===== config.mk =====
export PLATFORM = sky130hd
export DESIGN_NAME = thick_line_rasterizer
export DESIGN_NICKNAME = d
export VERILOG_FILES = /design/src/hw/rtl/tlr_pkg.sv /design/src/hw/rtl/tlr_core.sv /design/src/hw/rtl/thick_line_rasterizer.sv
export SDC_FILE = /design/constraint.sdc
export NUM_CORES = 1
export LEC_CHECK = 0
export BUFFER_PORTS_ARGS = -buffer_cell sky130_fd_sc_hd__buf_4
export CAP_MARGIN = 20
export CORE_ASPECT_RATIO = 0.6
export CORE_MARGIN = 1.5
export CORE_UTILIZATION = 56
export CTS_BUF_LIST = sky130_fd_sc_hd__clkbuf_4 sky130_fd_sc_hd__clkbuf_8 sky130_fd_sc_hd__clkbuf_16
export DETAILED_ROUTE_END_ITERATION = 7
export HOLD_SLACK_MARGIN = 0.03
export PLACE_DENSITY = 0.78
export SETUP_SLACK_MARGIN = 0.15
export SKIP_LAST_GASP = 1
export SLEW_MARGIN = 10
export SYNTH_ARGS = -nofsm -noshare
export SYNTH_HDL_FRONTEND = slang
export SYNTH_SLANG_ARGS = --single-unit

===== constraint.sdc =====
create_clock -name clk_i -period 4.55 [get_ports clk_i]
set_input_delay 0.6825 -clock clk_i [delete_from_list [all_inputs] [get_ports clk_i]]
set_output_delay 0.6825 -clock clk_i [all_outputs]
set_load 0.01 [all_outputs]

===== src/hw/rtl/tlr_pkg.sv =====
// Shared types and constants of the thick line rasterizer.
// No dependencies; imported by the core, the top level and the checker.
package tlr_pkg;

  // Fixed field widths of the stream and register interfaces.
  localparam int RADIUS_BITS      = 8;
  localparam int COLOR_BITS       = 32;
  localparam int PIXEL_COORD_BITS = 12;
  localparam int CFG_SIZE_BITS    = 13;
  localparam int RSQ_BITS         = 2 * RADIUS_BITS;
  localparam int OFFSET_BITS      = RADIUS_BITS + 1;
  localparam int OUT_COORD_MAX    = 4095;
  localparam int APB_DATA_BITS    = 32;
  localparam int APB_ADDR_BITS    = 3;

  // Register indexes, decoded from paddr[2].
  localparam logic REG_IMAGE_WIDTH  = 1'b0;
  localparam logic REG_IMAGE_HEIGHT = 1'b1;

  // Input command codes carried in tuser.
  typedef enum logic {
    CMD_START = 1'b0,
    CMD_TICK  = 1'b1
  } tlr_cmd_e;

  // One result of a tick transaction.
  typedef struct packed {
    logic                        valid;
    logic [PIXEL_COORD_BITS-1:0] x;
    logic [PIXEL_COORD_BITS-1:0] y;
    logic [COLOR_BITS-1:0]       color;
    logic                        done;
  } tlr_result_t;

endpackage


===== src/hw/rtl/tlr_core.sv =====
// Line walk state and brush scan of the thick line rasterizer.
// Depends on tlr_pkg; the top level feeds it from its input register.
module tlr_core import tlr_pkg::*; #(
  parameter int COORD_BITS = 13
) (
  input  logic                           clk_i,
  input  logic                           rst_ni,
  input  logic                           start_i,
  input  logic                           tick_i,
  input  logic signed [COORD_BITS-1:0]   xa_i,
  input  logic signed [COORD_BITS-1:0]   ya_i,
  input  logic signed [COORD_BITS-1:0]   xb_i,
  input  logic signed [COORD_BITS-1:0]   yb_i,
  input  logic signed [COORD_BITS:0]     dx_i,
  input  logic signed [COORD_BITS:0]     dy_i,
  input  logic        [COORD_BITS-1:0]   adx_i,
  input  logic        [COORD_BITS-1:0]   ady_i,
  input  logic        [RADIUS_BITS-1:0]  radius_i,
  input  logic        [RSQ_BITS-1:0]     rsq_i,
  input  logic        [COLOR_BITS-1:0]   color_i,
  input  logic [PIXEL_COORD_BITS-1:0]    col_top_i,
  input  logic [PIXEL_COORD_BITS-1:0]    row_top_i,
  output tlr_result_t                    result_o
);

  localparam int EW = COORD_BITS + 3;
  localparam int SW = ((COORD_BITS > OFFSET_BITS) ? COORD_BITS : OFFSET_BITS) + 1;
  localparam int CW = (SW > PIXEL_COORD_BITS) ? SW : PIXEL_COORD_BITS;
  localparam int SQW = RSQ_BITS + 2;

  // Clamp a signed pixel coordinate into 0..top.
  function automatic logic [PIXEL_COORD_BITS-1:0] clamp_coord(
    input logic signed [SW-1:0]         v,
    input logic [PIXEL_COORD_BITS-1:0]  top
  );
    logic [CW-1:0] vu;
    logic [CW-1:0] tu;
    vu = CW'($unsigned(v));
    tu = CW'(top);
    if (v < 0) begin
      return '0;
    end else if (vu > tu) begin
      return top;
    end else begin
      return vu[PIXEL_COORD_BITS-1:0];
    end
  endfunction

  logic                          busy_q, busy_d;
  logic                          major_x_q, major_x_d;
  logic signed [COORD_BITS-1:0]  cmaj_q, cmaj_d;
  logic signed [COORD_BITS-1:0]  cmin_q, cmin_d;
  logic signed [COORD_BITS-1:0]  limit_q, limit_d;
  logic                          minor_neg_q, minor_neg_d;
  logic signed [EW-1:0]          err_q, err_d;
  logic        [COORD_BITS-1:0]  dmaj_q, dmaj_d;
  logic        [COORD_BITS-1:0]  dmin_q, dmin_d;
  logic signed [OFFSET_BITS-1:0] col_q, col_d;
  logic signed [OFFSET_BITS-1:0] row_q, row_d;
  logic        [RSQ_BITS-1:0]    col_sq_q, col_sq_d;
  logic        [RSQ_BITS-1:0]    row_sq_q, row_sq_d;
  logic        [RSQ_BITS-1:0]    rsq_q, rsq_d;
  logic        [RADIUS_BITS-1:0] radius_q, radius_d;
  logic        [COLOR_BITS-1:0]  color_q, color_d;

  // Setup of a new line: pick the major axis and order the endpoints.
  logic                          s_major_x;
  logic signed [COORD_BITS:0]    s_maj_d;
  logic signed [COORD_BITS:0]    s_min_d;
  logic                          s_swap;
  logic        [COORD_BITS-1:0]  s_maj_abs;
  logic        [COORD_BITS-1:0]  s_min_abs;
  logic signed [COORD_BITS-1:0]  s_ma, s_mi, s_mb, s_nb;
  logic                          s_min_neg;
  logic signed [EW-1:0]          s_err;

  always_comb begin
    s_major_x = ady_i < adx_i;
    s_maj_d   = s_major_x ? dx_i : dy_i;
    s_min_d   = s_major_x ? dy_i : dx_i;
    s_maj_abs = s_major_x ? adx_i : ady_i;
    s_min_abs = s_major_x ? ady_i : adx_i;
    s_ma      = s_major_x ? xa_i : ya_i;
    s_mi      = s_major_x ? ya_i : xa_i;
    s_mb      = s_major_x ? xb_i : yb_i;
    s_nb      = s_major_x ? yb_i : xb_i;
    s_swap    = s_maj_d[COORD_BITS];
    // After a swap the minor delta changes sign; a zero delta stays positive.
    s_min_neg = s_swap ? (!s_min_d[COORD_BITS] && (s_min_d != '0)) : s_min_d[COORD_BITS];
    s_err     = $signed({2'b00, s_min_abs, 1'b0}) - $signed({3'b000, s_maj_abs});
  end

  // Brush scan and walk step of one tick.
  logic signed [OFFSET_BITS-1:0] r_s;
  logic                          col_last, row_last, at_end, in_brush;
  logic signed [COORD_BITS-1:0]  cx, cy;
  logic signed [SW-1:0]          px_s, py_s;
  logic signed [SQW-1:0]         col_sq_inc, row_sq_inc;
  logic signed [EW-1:0]          err_step;

  always_comb begin
    r_s        = $signed({1'b0, radius_q});
    col_last   = col_q >= r_s;
    row_last   = row_q >= r_s;
    at_end     = cmaj_q >= limit_q;
    in_brush   = ({1'b0, col_sq_q} + {1'b0, row_sq_q}) < {1'b0, rsq_q};
    cx         = major_x_q ? cmaj_q : cmin_q;
    cy         = major_x_q ? cmin_q : cmaj_q;
    px_s       = SW'(cx) + SW'(col_q);
    py_s       = SW'(cy) + SW'(row_q);
    // (o+1)^2 = o^2 + 2o + 1
    col_sq_inc = $signed({2'b00, col_sq_q}) + SQW'($signed({col_q, 1'b0})) + SQW'(1);
    row_sq_inc = $signed({2'b00, row_sq_q}) + SQW'($signed({row_q, 1'b0})) + SQW'(1);
    err_step   = (!err_q[EW-1] && (err_q != '0))
               ? EW'($signed({2'b00, dmin_q, 1'b0})) - EW'($signed({2'b00, dmaj_q, 1'b0}))
               : EW'($signed({2'b00, dmin_q, 1'b0}));
  end

  // Next state.
  always_comb begin
    busy_d      = busy_q;
    major_x_d   = major_x_q;
    cmaj_d      = cmaj_q;
    cmin_d      = cmin_q;
    limit_d     = limit_q;
    minor_neg_d = minor_neg_q;
    err_d       = err_q;
    dmaj_d      = dmaj_q;
    dmin_d      = dmin_q;
    col_d       = col_q;
    row_d       = row_q;
    col_sq_d    = col_sq_q;
    row_sq_d    = row_sq_q;
    rsq_d       = rsq_q;
    radius_d    = radius_q;
    color_d     = color_q;
    if (start_i) begin
      busy_d      = 1'b1;
      major_x_d   = s_major_x;
      cmaj_d      = s_swap ? s_mb : s_ma;
      cmin_d      = s_swap ? s_nb : s_mi;
      limit_d     = s_swap ? s_ma : s_mb;
      minor_neg_d = s_min_neg;
      err_d       = s_err;
      dmaj_d      = s_maj_abs;
      dmin_d      = s_min_abs;
      radius_d    = radius_i;
      rsq_d       = rsq_i;
      color_d     = color_i;
      col_d       = -$signed({1'b0, radius_i});
      row_d       = -$signed({1'b0, radius_i});
      col_sq_d    = rsq_i;
      row_sq_d    = rsq_i;
    end else if (tick_i && busy_q) begin
      if (!col_last) begin
        col_d    = col_q + OFFSET_BITS'(1);
        col_sq_d = col_sq_inc[RSQ_BITS-1:0];
      end else begin
        col_d    = -r_s;
        col_sq_d = rsq_q;
        if (!row_last) begin
          row_d    = row_q + OFFSET_BITS'(1);
          row_sq_d = row_sq_inc[RSQ_BITS-1:0];
        end else begin
          row_d    = -r_s;
          row_sq_d = rsq_q;
          if (at_end) begin
            busy_d = 1'b0;
          end else begin
            if (!err_q[EW-1] && (err_q != '0)) begin
              cmin_d = minor_neg_q ? cmin_q - COORD_BITS'(1) : cmin_q + COORD_BITS'(1);
            end
            err_d  = err_q + err_step;
            cmaj_d = cmaj_q + COORD_BITS'(1);
          end
        end
      end
    end
  end

  // Result of the current tick.
  always_comb begin
    result_o = '0;
    if (!busy_q) begin
      result_o.done = 1'b1;
    end else begin
      result_o.done = col_last && row_last && at_end;
      if (in_brush) begin
        result_o.valid = 1'b1;
        result_o.x     = clamp_coord(px_s, col_top_i);
        result_o.y     = clamp_coord(py_s, row_top_i);
        result_o.color = color_q;
      end
    end
  end

  always_ff @(posedge clk_i or negedge rst_ni) begin
    if (!rst_ni) begin
      busy_q      <= 1'b0;
      major_x_q   <= 1'b0;
      cmaj_q      <= '0;
      cmin_q      <= '0;
      limit_q     <= '0;
      minor_neg_q <= 1'b0;
      err_q       <= '0;
      dmaj_q      <= '0;
      dmin_q      <= '0;
      col_q       <= '0;
      row_q       <= '0;
      col_sq_q    <= '0;
      row_sq_q    <= '0;
      rsq_q       <= '0;
      radius_q    <= '0;
      color_q     <= '0;
    end else begin
      busy_q      <= busy_d;
      major_x_q   <= major_x_d;
      cmaj_q      <= cmaj_d;
      cmin_q      <= cmin_d;
      limit_q     <= limit_d;
      minor_neg_q <= minor_neg_d;
      err_q       <= err_d;
      dmaj_q      <= dmaj_d;
      dmin_q      <= dmin_d;
      col_q       <= col_d;
      row_q       <= row_d;
      col_sq_q    <= col_sq_d;
      row_sq_q    <= row_sq_d;
      rsq_q       <= rsq_d;
      radius_q    <= radius_d;
      color_q     <= color_d;
    end
  end

endmodule


===== src/hw/rtl/thick_line_rasterizer.sv =====
// Top level of the thick line rasterizer: stream ports, APB registers,
// input and output registers. Depends on tlr_pkg and tlr_core.
//
//   channel  | direction | handshake              | contents
//   s_axis   | in        | tvalid/tready          | start or tick command
//   m_axis   | out       | tvalid/tready          | one pixel result per tick
//   apb      | in        | psel/penable, pready=1 | image_width, image_height
//
// Every tick yields one result; one transaction is taken per cycle when the
// output is drained. A tick passes through the input register, then the walk
// and brush logic into the output register. A line takes (2r+1)^2 ticks per
// center, set by the one brush offset the scan tests per tick. Reset puts
// the walk idle and the sizes at 256; an output stall holds the result and
// any tick waiting in the input register and backs up s_axis_tready. A start
// transaction never waits for the output.
module thick_line_rasterizer import tlr_pkg::*; #(
  parameter int COORD_BITS = 13
) (
  input  logic                                  clk_i,
  input  logic                                  rst_ni,
  input  logic                                  s_axis_tvalid,
  output logic                                  s_axis_tready,
  // x_start, y_start, x_end, y_end, brush_radius, pen_color, zero fill
  input  logic [((4*COORD_BITS+40+7)/8)*8-1:0]  s_axis_tdata,
  // command
  input  logic                                  s_axis_tuser,
  output logic                                  m_axis_tvalid,
  input  logic                                  m_axis_tready,
  // pixel_x, pixel_y, pixel_color
  output logic [55:0]                           m_axis_tdata,
  // pixel_valid
  output logic                                  m_axis_tuser,
  // line_done
  output logic                                  m_axis_tlast,
  input  logic                                  psel,
  input  logic                                  penable,
  input  logic                                  pwrite,
  input  logic [APB_ADDR_BITS-1:0]              paddr,
  input  logic [APB_DATA_BITS-1:0]              pwdata,
  output logic [APB_DATA_BITS-1:0]              prdata,
  output logic                                  pready
);

  localparam int CB      = COORD_BITS;
  localparam int XS_LSB  = 0;
  localparam int YS_LSB  = CB;
  localparam int XE_LSB  = 2 * CB;
  localparam int YE_LSB  = 3 * CB;
  localparam int RAD_LSB = 4 * CB;
  localparam int COL_LSB = 4 * CB + RADIUS_BITS;

  // Clamp bound for a configured image size.
  function automatic logic [PIXEL_COORD_BITS-1:0] size_top(
    input logic [CFG_SIZE_BITS-1:0] size
  );
    logic [CFG_SIZE_BITS-1:0] m1;
    m1 = size - CFG_SIZE_BITS'(1);
    if (size == '0) begin
      return '0;
    end else if (size > CFG_SIZE_BITS'(OUT_COORD_MAX + 1)) begin
      return PIXEL_COORD_BITS'(OUT_COORD_MAX);
    end else begin
      return m1[PIXEL_COORD_BITS-1:0];
    end
  endfunction

  // Configuration registers.
  logic [CFG_SIZE_BITS-1:0] width_q, height_q;
  logic                     cfg_wr;

  assign pready = 1'b1;
  assign cfg_wr = psel && penable && pwrite;
  assign prdata = (paddr[2] == REG_IMAGE_HEIGHT) ? APB_DATA_BITS'(height_q)
                                                 : APB_DATA_BITS'(width_q);

  always_ff @(posedge clk_i or negedge rst_ni) begin
    if (!rst_ni) begin
      width_q  <= CFG_SIZE_BITS'(256);
      height_q <= CFG_SIZE_BITS'(256);
    end else if (cfg_wr) begin
      if (paddr[2] == REG_IMAGE_WIDTH) begin
        width_q <= pwdata[CFG_SIZE_BITS-1:0];
      end else begin
        height_q <= pwdata[CFG_SIZE_BITS-1:0];
      end
    end
  end

  // Unpack the input transaction and form the deltas ahead of the register.
  logic signed [CB-1:0]        xs_in, ys_in, xe_in, ye_in;
  logic signed [CB:0]          dx_in, dy_in;
  logic        [CB-1:0]        adx_in, ady_in;
  logic        [RADIUS_BITS-1:0] rad_in;
  logic        [RSQ_BITS-1:0]  rsq_in;

  always_comb begin
    xs_in  = $signed(s_axis_tdata[XS_LSB +: CB]);
    ys_in  = $signed(s_axis_tdata[YS_LSB +: CB]);
    xe_in  = $signed(s_axis_tdata[XE_LSB +: CB]);
    ye_in  = $signed(s_axis_tdata[YE_LSB +: CB]);
    rad_in = s_axis_tdata[RAD_LSB +: RADIUS_BITS];
    dx_in  = (CB+1)'(xe_in) - (CB+1)'(xs_in);
    dy_in  = (CB+1)'(ye_in) - (CB+1)'(ys_in);
    adx_in = dx_in[CB] ? CB'(-dx_in) : CB'(dx_in);
    ady_in = dy_in[CB] ? CB'(-dy_in) : CB'(dy_in);
    rsq_in = RSQ_BITS'(rad_in) * RSQ_BITS'(rad_in);
  end

  // Input register.
  logic                      in_valid_q;
  tlr_cmd_e                  in_cmd_q;
  logic signed [CB-1:0]      xa_q, ya_q, xb_q, yb_q;
  logic signed [CB:0]        dx_q, dy_q;
  logic        [CB-1:0]      adx_q, ady_q;
  logic [RADIUS_BITS-1:0]    rad_q;
  logic [RSQ_BITS-1:0]       rsq_q;
  logic [COLOR_BITS-1:0]     color_q;
  logic                      s_fire, advance;

  logic out_valid_q;
  tlr_result_t out_q;
  tlr_result_t result;

  // A start has no result and always moves on; a tick needs room at the output.
  assign advance       = in_valid_q && ((in_cmd_q == CMD_START) || !out_valid_q
                         || m_axis_tready);
  assign s_axis_tready = !in_valid_q || advance;
  assign s_fire        = s_axis_tvalid && s_axis_tready;

  always_ff @(posedge clk_i or negedge rst_ni) begin
    if (!rst_ni) begin
      in_valid_q <= 1'b0;
    end else if (s_fire) begin
      in_valid_q <= 1'b1;
    end else if (advance) begin
      in_valid_q <= 1'b0;
    end
  end

  always_ff @(posedge clk_i) begin
    if (s_fire) begin
      in_cmd_q <= tlr_cmd_e'(s_axis_tuser);
      xa_q     <= xs_in;
      ya_q     <= ys_in;
      xb_q     <= xe_in;
      yb_q     <= ye_in;
      dx_q     <= dx_in;
      dy_q     <= dy_in;
      adx_q    <= adx_in;
      ady_q    <= ady_in;
      rad_q    <= rad_in;
      rsq_q    <= rsq_in;
      color_q  <= s_axis_tdata[COL_LSB +: COLOR_BITS];
    end
  end

  tlr_core #(
    .COORD_BITS(COORD_BITS)
  ) u_core (
    .clk_i     (clk_i),
    .rst_ni    (rst_ni),
    .start_i   (advance && (in_cmd_q == CMD_START)),
    .tick_i    (advance && (in_cmd_q == CMD_TICK)),
    .xa_i      (xa_q),
    .ya_i      (ya_q),
    .xb_i      (xb_q),
    .yb_i      (yb_q),
    .dx_i      (dx_q),
    .dy_i      (dy_q),
    .adx_i     (adx_q),
    .ady_i     (ady_q),
    .radius_i  (rad_q),
    .rsq_i     (rsq_q),
    .color_i   (color_q),
    .col_top_i (size_top(width_q)),
    .row_top_i (size_top(height_q)),
    .result_o  (result)
  );

  // Output register.
  always_ff @(posedge clk_i or negedge rst_ni) begin
    if (!rst_ni) begin
      out_valid_q <= 1'b0;
    end else if (advance && (in_cmd_q == CMD_TICK)) begin
      out_valid_q <= 1'b1;
    end else if (m_axis_tready) begin
      out_valid_q <= 1'b0;
    end
  end

  always_ff @(posedge clk_i) begin
    if (advance && (in_cmd_q == CMD_TICK)) begin
      out_q <= result;
    end
  end

  assign m_axis_tvalid = out_valid_q;
  assign m_axis_tdata  = {out_q.color, out_q.y, out_q.x};
  assign m_axis_tuser  = out_q.valid;
  assign m_axis_tlast  = out_q.done;

endmodule


==> results of run 1 <==
cell usage in the layout, fill, tap and decap left out, types with 30 or more instances in the layout:
cell,n
nand2_1,419
buf_4,285
ha_1,254
nor2_1,218
edfxtp_1,217
dfrtp_1,213
inv_1,212
o21ai_0,172
a21oi_1,150
xnor2_1,122
mux2_2,78
xor2_1,64
mux2i_1,62
and2_1,61
nor3_1,59
nand3_1,52
a21o_1,52
clkbuf_16,46
o21a_1,45
fa_1,32
nor2b_1,30
routing by layer:
| metal | part of all wire | global-route usage | vias to the layer above |
|---|---|---|---|
| met5 | 0 | 0 | - |
| met4 | 0.019 | 0.0626 | 0 |
| met1 | 0.46 | 0.469 | 12000 |
| met2 | 0.40 | 0.420 | 1254 |
| met3 | 0.11 | 0.0815 | 112 |
| li1 | - | - | 11500 |
worst max-delay path by stage:
stage / startpoint / to / slack, ns / depth (start not counted)
3_5_place_dp: s_axis_tdata[56] / rsq_q[15]$_DFFE_PP_ / -0.16 / 20
4_1_cts: u_core.row_sq_q[0]$_DFFE_PN0P_ / m_axis_tdata[13]$_SDFFCE_PP0P_ / 0.17 / 22
5_1_grt: u_core.major_x_q$_DFFE_PN0P_ / m_axis_tdata[20]$_SDFFCE_PP0P_ / 0.03 / 18
2_1_floorplan: s_axis_tdata[53] / rsq_q[15]$_DFFE_PP_ / 0.14 / 21
3_3_place_gp: s_axis_tdata[54] / rsq_q[15]$_DFFE_PP_ / -0.1 / 16
6_report: height_q[7]$_DFFE_PN0P_ / m_axis_tdata[16]$_SDFFCE_PP0P_ / 0.18 / 19
flip-flops by register name, summed over array words and instances (netlist names), 14 cells and up:
signal           cells
u_core.row_sq_q     16
u_core.col_sq_q     16
u_core.rsq_q        14
color_q             32
dy_q                14
u_core.color_q      32
dx_q                14
m_axis_tdata        56
rsq_q               14
u_core.err_q        16
worst reg2reg max path, stage by stage (launching register included):
cell and delay, ns:
dfrtp_1 0.43, or4_4 0.60, nor4_4 0.21, nand2_1 0.10
xor2_1 0.23, nand2_1 0.11, nand2_1 0.17, o21a_2 0.22
ha_1 0.26, a21o_1 0.16, a21o_1 0.17, a211oi_1 0.28
o21ai_1 0.11, a21o_1 0.19, a21oi_1 0.15, o211ai_1 0.13
buf_4 0.16, buf_6 0.18, nor2_1 0.19, a211oi_2 0.07
power by group through the flow:
stage | clock (mW) | sequential [mW] | combinational, mW
floorplan | 0 | 6.20 | 11.8
global placement | 0 | 6.43 | 15.5
detailed placement | 0 | 6.48 | 16.3
CTS | 3.88 | 6.41 | 16.7
global route | 4.05 | 6.57 | 20.1
finish | 3.86 | 6.47 | 18.4
cells in the mapped netlist (11+ instances only):
cell      instances  share of area
a31oi_1          29         0.0061
dfrtp_1         214           0.18
o31ai_1          30         0.0076
buf_1            13         0.0016
a21oi_1         168          0.028
nor4_1           14         0.0029
nand4_1          18         0.0038
a211oi_1         43          0.011
a21o_1           52          0.013
buf_4            23         0.0058
nor2b_1          33         0.0069
ha_1            264           0.11
nand2_1         421          0.053
o21bai_1         13         0.0033
nand2b_1         30         0.0063
o21a_1           46          0.012
or3_1            19         0.0040
nor3_1           60          0.010
o21ai_0         186          0.031
o22ai_1          11         0.0023
xor2_1           65          0.019
inv_1           217          0.027
mux2i_1          62          0.021
nand3_1          54         0.0091
and2_1           66          0.014
mux2_2           78          0.030
nor2_1          225          0.028
edfxtp_1        217           0.22
fa_1             36          0.024
clkbuf_1         95          0.012
and3_1           16         0.0034
xnor2_1         127          0.037
o211ai_1         29         0.0073
logic make-up (layout without fill, tap and decap cells):
group	Yosys count	after routing	synth area share
AO/OA/AOI/OAI	722	722	0.157
multiplexers	143	143	0.0520
XOR/XNOR	192	192	0.0566
adder cells (fa/ha/maj)	302	302	0.136
other	2	20	0.000253
buffers and inverters	352	597	0.0475
AND/OR/NAND/NOR	984	984	0.149
flip-flops	433	433	0.401
layout make-up:
class / instances / share of cell area
Clock buffer: 52 / 0.0343
Clock inverter: 27 / 0.00931
Inverter: 217 / 0.0236
Multi-Input combinational cell: 2363 / 0.493
Sequential cell: 433 / 0.345
Tap cell: 703 / 0.0255
Timing Repair Buffer: 301 / 0.0691
what timing repair did:
item | 4_1_cts | 5_1_grt
pin swaps | 6 | 29
resized for setup | 28 | 91
setup buffers | 2 | 15
endpoints found under the setup margin | 52 | 65
gates cloned | 0 | 2
hold buffers | 0 | 0
==> flow_summary.yaml, run 1 <==
route:
  firstDrtPassIters: 5
  vias: 24900
  drtIter0Drc: 2742
  drt-total-wl_mm: 84.1
  drc: 0
  ant_nets: 0
  viasPerCell: 6.09
  wl_per_cell_um: 20.5
sta:
  hold_viol: 0
  fmax_mhz: 229
  fin_worst_skew_ns: 0.0189
  slew_headroom: 0.289
  hold-worst-slack_ns: 0.126
  fin_tns_setup_ns: 0
  grt_setup_unrepaired: "yes"
  setup_violations: 0
  min_period_ns: 4.37
  fin_crit_sh: 0.960
  report.final.slew_viol_count: 0
  finalWorstSetupSlack_ns: 0.181
  worst-slew-pin-transition_ns: 1.07
placement:
  pre_cts_slack_ns: -0.162
  place_congestion: 0.975
  hpwlAfterDp_mm: 62.7
  dpl_cell_area_um2: 32400
  placedCellCount: 3998
  io_buffers: 186
global_route:
  grt_max_degree: 136
  grt_pass1_wl_mm: 131
  antenna_found_initial: 0
  grt_pass1_vias: 24000
  gr-total-overflow: 0
  grt.total_usage: 0.303
floorplan:
  core_um2: 52500
  die_area_um2: 54500
  io_pins: 232
  die_x_um: 300
  start_util: 0.567
  placementRows: 65
  fp.dieH_um: 181
yosys:
  postSynthAreaPerCell_um2: 9.50
  ys_seq_area_frac: 0.401
  ys.flop_type: "edfxtp_1"
  async_flop_share: 0.499
  ys_seq_elements: 433
  yosys_warnings: 0
  syn_area_um2: 29700
  netlist_instances: 3130
  synth.distinct_cells: 88
  synth_edf_count: 217
layout:
  finalInstanceArea_um2: 34600
  area_delta_synth_final_pct: 16.2
  final_cells: 4096
  drive_above_1_share: 0.170
  multi_input_area_um2: 17000
  num-fill-cells: 4065
  antennaDiodeCount: 0
  regArea_um2: 11900
  fin_nets: 3799
  final_util: 0.659
setup_path:
  r2r_end: "m_axis_tdata[16]$_SDFFCE_PP0P_"
  r2r-start: "height_q[7]$_DFFE_PN0P_"
  worstSetupPathType: "flip-flop to flip-flop"
  rrSetupSlack_ns: 0.18
  worstPathCellList: "or4_4, nor4_4, nand2_1, xor2_1, nand2_1, nand2_1, o21a_2, ha_1, a21o_1, a21o_1, a211oi_1, o21ai_1, a21o_1, a21oi_1, o211ai_1, buf_4, buf_6, nor2_1, a211oi_2"
  path_buf_inv: 2
  crit_fanout: 18
  cp.arrival_ns: 4.68
  cp_slowest_cell: "or4_4"
  path_delay_family: "compound AO/OA/AOI/OAI gates"
  reg2reg_depth: 19
  worstSetupEndpointType: "flip-flop"
  slowest_delay_ns: 0.60
  critPathRequiredTime_ns: 4.86
  startpoint_type: "flip-flop"
clock_network:
  cts.path.max_buffers: 3
  clkSinkCount: 433
  cts.clk_slew.worst_paths_ns: 0.06
  htreeDepth: 2
  clock_latency_ns: 0.57
  cts_tree: "built"
  numCtsBuffers: 44
  root_buffer: "clkbuf_16"
power_and_ir_drop:
  power_frac_comb: 0.641
  leakage_nw: 15.4
  ir_drop_uv: 708
  seqPwrFrac: 0.225
  p_per_area_nw_per_um2: 833
  power.total_mw: 28.8
  p_sw_mw: 13.2
  p_int_mw: 15.6
  switching_share: 0.458
  clkPwrFrac: 0.134
status:
  status: "finished, final reports clean"
hold_path:
  holdCritPathClass: "input pin to async pin"
job:
  cap_violations: 0
No activity file was read; power rests on OpenSTA's default activity.
==> run 2, diff against run 1 <==
--- a/config.mk
+++ b/config.mk
@@ -5,15 +5,15 @@
 export SDC_FILE = /design/constraint.sdc
 export NUM_CORES = 1
 export LEC_CHECK = 0
-export BUFFER_PORTS_ARGS = -buffer_cell sky130_fd_sc_hd__buf_4
 export CAP_MARGIN = 20
 export CORE_ASPECT_RATIO = 0.6
 export CORE_MARGIN = 1.5
-export CORE_UTILIZATION = 56
+export CORE_UTILIZATION = 59
 export CTS_BUF_LIST = sky130_fd_sc_hd__clkbuf_4 sky130_fd_sc_hd__clkbuf_8 sky130_fd_sc_hd__clkbuf_16
 export DETAILED_ROUTE_END_ITERATION = 7
+export DONT_BUFFER_PORTS = 1
 export HOLD_SLACK_MARGIN = 0.03
-export PLACE_DENSITY = 0.78
+export PLACE_DENSITY = 0.86
 export SETUP_SLACK_MARGIN = 0.15
 export SKIP_LAST_GASP = 1
 export SLEW_MARGIN = 10
==> flow_summary.yaml, run 2 (synthesis results as in run 1) <==
status:
  status: "complete, but fails checks"
  violations: "design-rule violations, negative hold slack"
floorplan:
  placementRows: 63
  core_um2: 49600
  die_area_um2: 51800
  start_util: 0.600
  fp.dieH_um: 177
  io_pins: 232
  die_x_um: 293
sta:
  min_period_ns: 4.42
  worst-slew-pin-transition_ns: 1.08
  fmax_mhz: 226
  hold-worst-slack_ns: -0.196
  slew_headroom: 0.283
  hold_viol: 214
  setup_violations: 0
  grt_setup_unrepaired: "yes"
  fin_crit_sh: 0.971
  report.final.slew_viol_count: 0
  fin_worst_skew_ns: 0.0260
global_route:
  met2_usage: 0.437
  grt_use_met3: 0.127
  grt_max_degree: 217
  grt_use_met1: 0.448
  grt.total_usage: 0.311
  gr-total-overflow: 0
  grt_pass1_vias: 23000
  busiest_layer: "met1"
  antenna_found_initial: 0
  grt_pass1_wl_mm: 126
route:
  wl_per_cell_um: 21.6
  firstDrtPassIters: 8
  drtIter0Drc: 2440
  vias: 24100
  ant_nets: 0
  drt-total-wl_mm: 82.3
  drc: 1
  viasPerCell: 6.32
placement:
  io_buffers: 0
  hpwlAfterDp_mm: 60.6
  place_congestion: 0.976
clock_network:
  clkSinkCount: 433
  numCtsBuffers: 43
  clock_latency_ns: 0.57
  cts_tree: "built"
  cts.path.max_buffers: 3
  htreeDepth: 2
  root_buffer: "clkbuf_16"
  cts.clk_slew.worst_paths_ns: 0.07
setup_path:
  cp_slowest_cell: "dfrtp_2"
  cp.arrival_ns: 4.80
  crit_fanout: 9
  worstPathCellList: "buf_4, mux2_4, ha_1, a21o_1, a21o_1, a21oi_2, o31ai_4, a21oi_2, xnor2_2, ha_1, a21o_1, a21o_1, a21oi_1, o21ai_0, a21o_1, a21oi_1, o211ai_1, buf_4, buf_6, a211oi_2"
  slowest_delay_ns: 0.42
  worstSetupPathType: "flip-flop to flip-flop"
  critPathRequiredTime_ns: 4.93
  worstSetupEndpointType: "flip-flop"
  path_common_cell: "a21o_1"
  startpoint_type: "flip-flop"
job:
  cap_violations: 0
layout:
  final_common_cell: "nand2_1"
  fin_nets: 3573
  num-fill-cells: 3770
  antennaDiodeCount: 0
  largest_reg_flops: 56
  area_delta_synth_final_pct: 10.1
  final_cell_mix: "nand2_1, ha_1, edfxtp_1"
  drive_above_1_share: 0.108
power_and_ir_drop:
  power.total_mw: 28.0
  leakage_nw: 14.3
  ir_drop_uv: 462
  p_per_area_nw_per_um2: 857
hold_path:
  holdCritPathClass: "input pin to async pin"
## run 2: changes by cell type in the layout (fill, tap and decap cells not counted), sizes merged
cell,before,now
clkbuf,53,49
inv,221,222
clkinv,14,13
bufinv,6,8
clkinvlp,3,7
buf,300,74
## run 2: final timing paths
| kind | from | to | slack (ns) | cells past startpoint |
|---|---|---|---|---|
| worst max-delay path | u_core.major_x_q$_DFFE_PN0P_ | m_axis_tdata[16]$_SDFFCE_PP0P_ | 0.13 | 20 |
| worst min-delay path | rst_ni | u_core.rsq_q[6]$_DFFE_PN0P_ | -0.20 | 0 |
| worst max register to register | u_core.major_x_q$_DFFE_PN0P_ | m_axis_tdata[16]$_SDFFCE_PP0P_ | 0.13 | 20 |
| worst min register to register | color_q[0]$_DFFE_PP_ | u_core.color_q[0]$_DFFE_PN0P_ | 0.44 | 2 |
| max in group asynchronous | rst_ni | width_q[5]$_DFFE_PN0P_ | 4.21 | 0 |
| min in group clk_i | s_axis_tuser | in_cmd_q$_DFFE_PP_ | 0.20 | 0 |
## run 2: metrics by stage
stage / TNS (ns) / setup WS [ns] / std cells / utilization / area [um^2]
6_report: 0 / 0.130 / 3819 / 0.660 / 32700
5_1_grt: 0 / 0.0407 / 3819 / 0.660 / 32700
4_1_cts: 0 / 0.127 / 3803 / 0.652 / 32300
3_5_place_dp: -1.80 / -0.212 / 3719 / 0.618 / 30600
3_3_place_gp: 0 / 0.0455 / 3719 / 0.618 / 30600
2_1_floorplan: 0 / 0.140 / 3148 / - / 29900
## run 2: power breakdown
part	switching, mW	internal (mW)	total, mW	leakage (nW)
combinational	9.92	7.52	17.4	8.81
clock	1.66	2.27	3.93	0.735
sequential	1.26	5.42	6.68	4.72
total	12.8	15.2	28.0	14.3
## run 2: critical path, delay by kind of cell (launching register included)
family	cells	cell delay, ns
multiplexers	1	0.34
buffers and inverters	3	0.49
adder cells (fa/ha/maj)	2	0.58
AO/OA/AOI/OAI	13	2.24
flip-flops	1	0.42
XOR/XNOR	1	0.17
## run 2: repair_timing
action,in CTS,in global routing
resized for setup,28,67
pin swaps,8,33
gates cloned,0,3
buffers inserted,4,13
setup endpoints to repair,55,62
endpoints found under the hold margin,214,214
## run 2: final cells by class
class | instances | area, um^2 | share of cell area
Timing Repair Buffer | 76 | 668 | 0.0204
Tap cell | 650 | 813 | 0.0248
Sequential cell | 433 | 11900 | 0.364
Clock inverter | 33 | 408 | 0.0125
Multi-Input combinational cell | 2363 | 17000 | 0.519
Clock buffer | 47 | 1130 | 0.0345
Inverter | 217 | 815 | 0.0249
## run 2: metal layers
metal / share of wire / routed length [um]
met2: 0.40 / 33300
met4: 0.020 / 1630
met3: 0.15 / 12200
met5: 0 / 0
met1: 0.43 / 35300
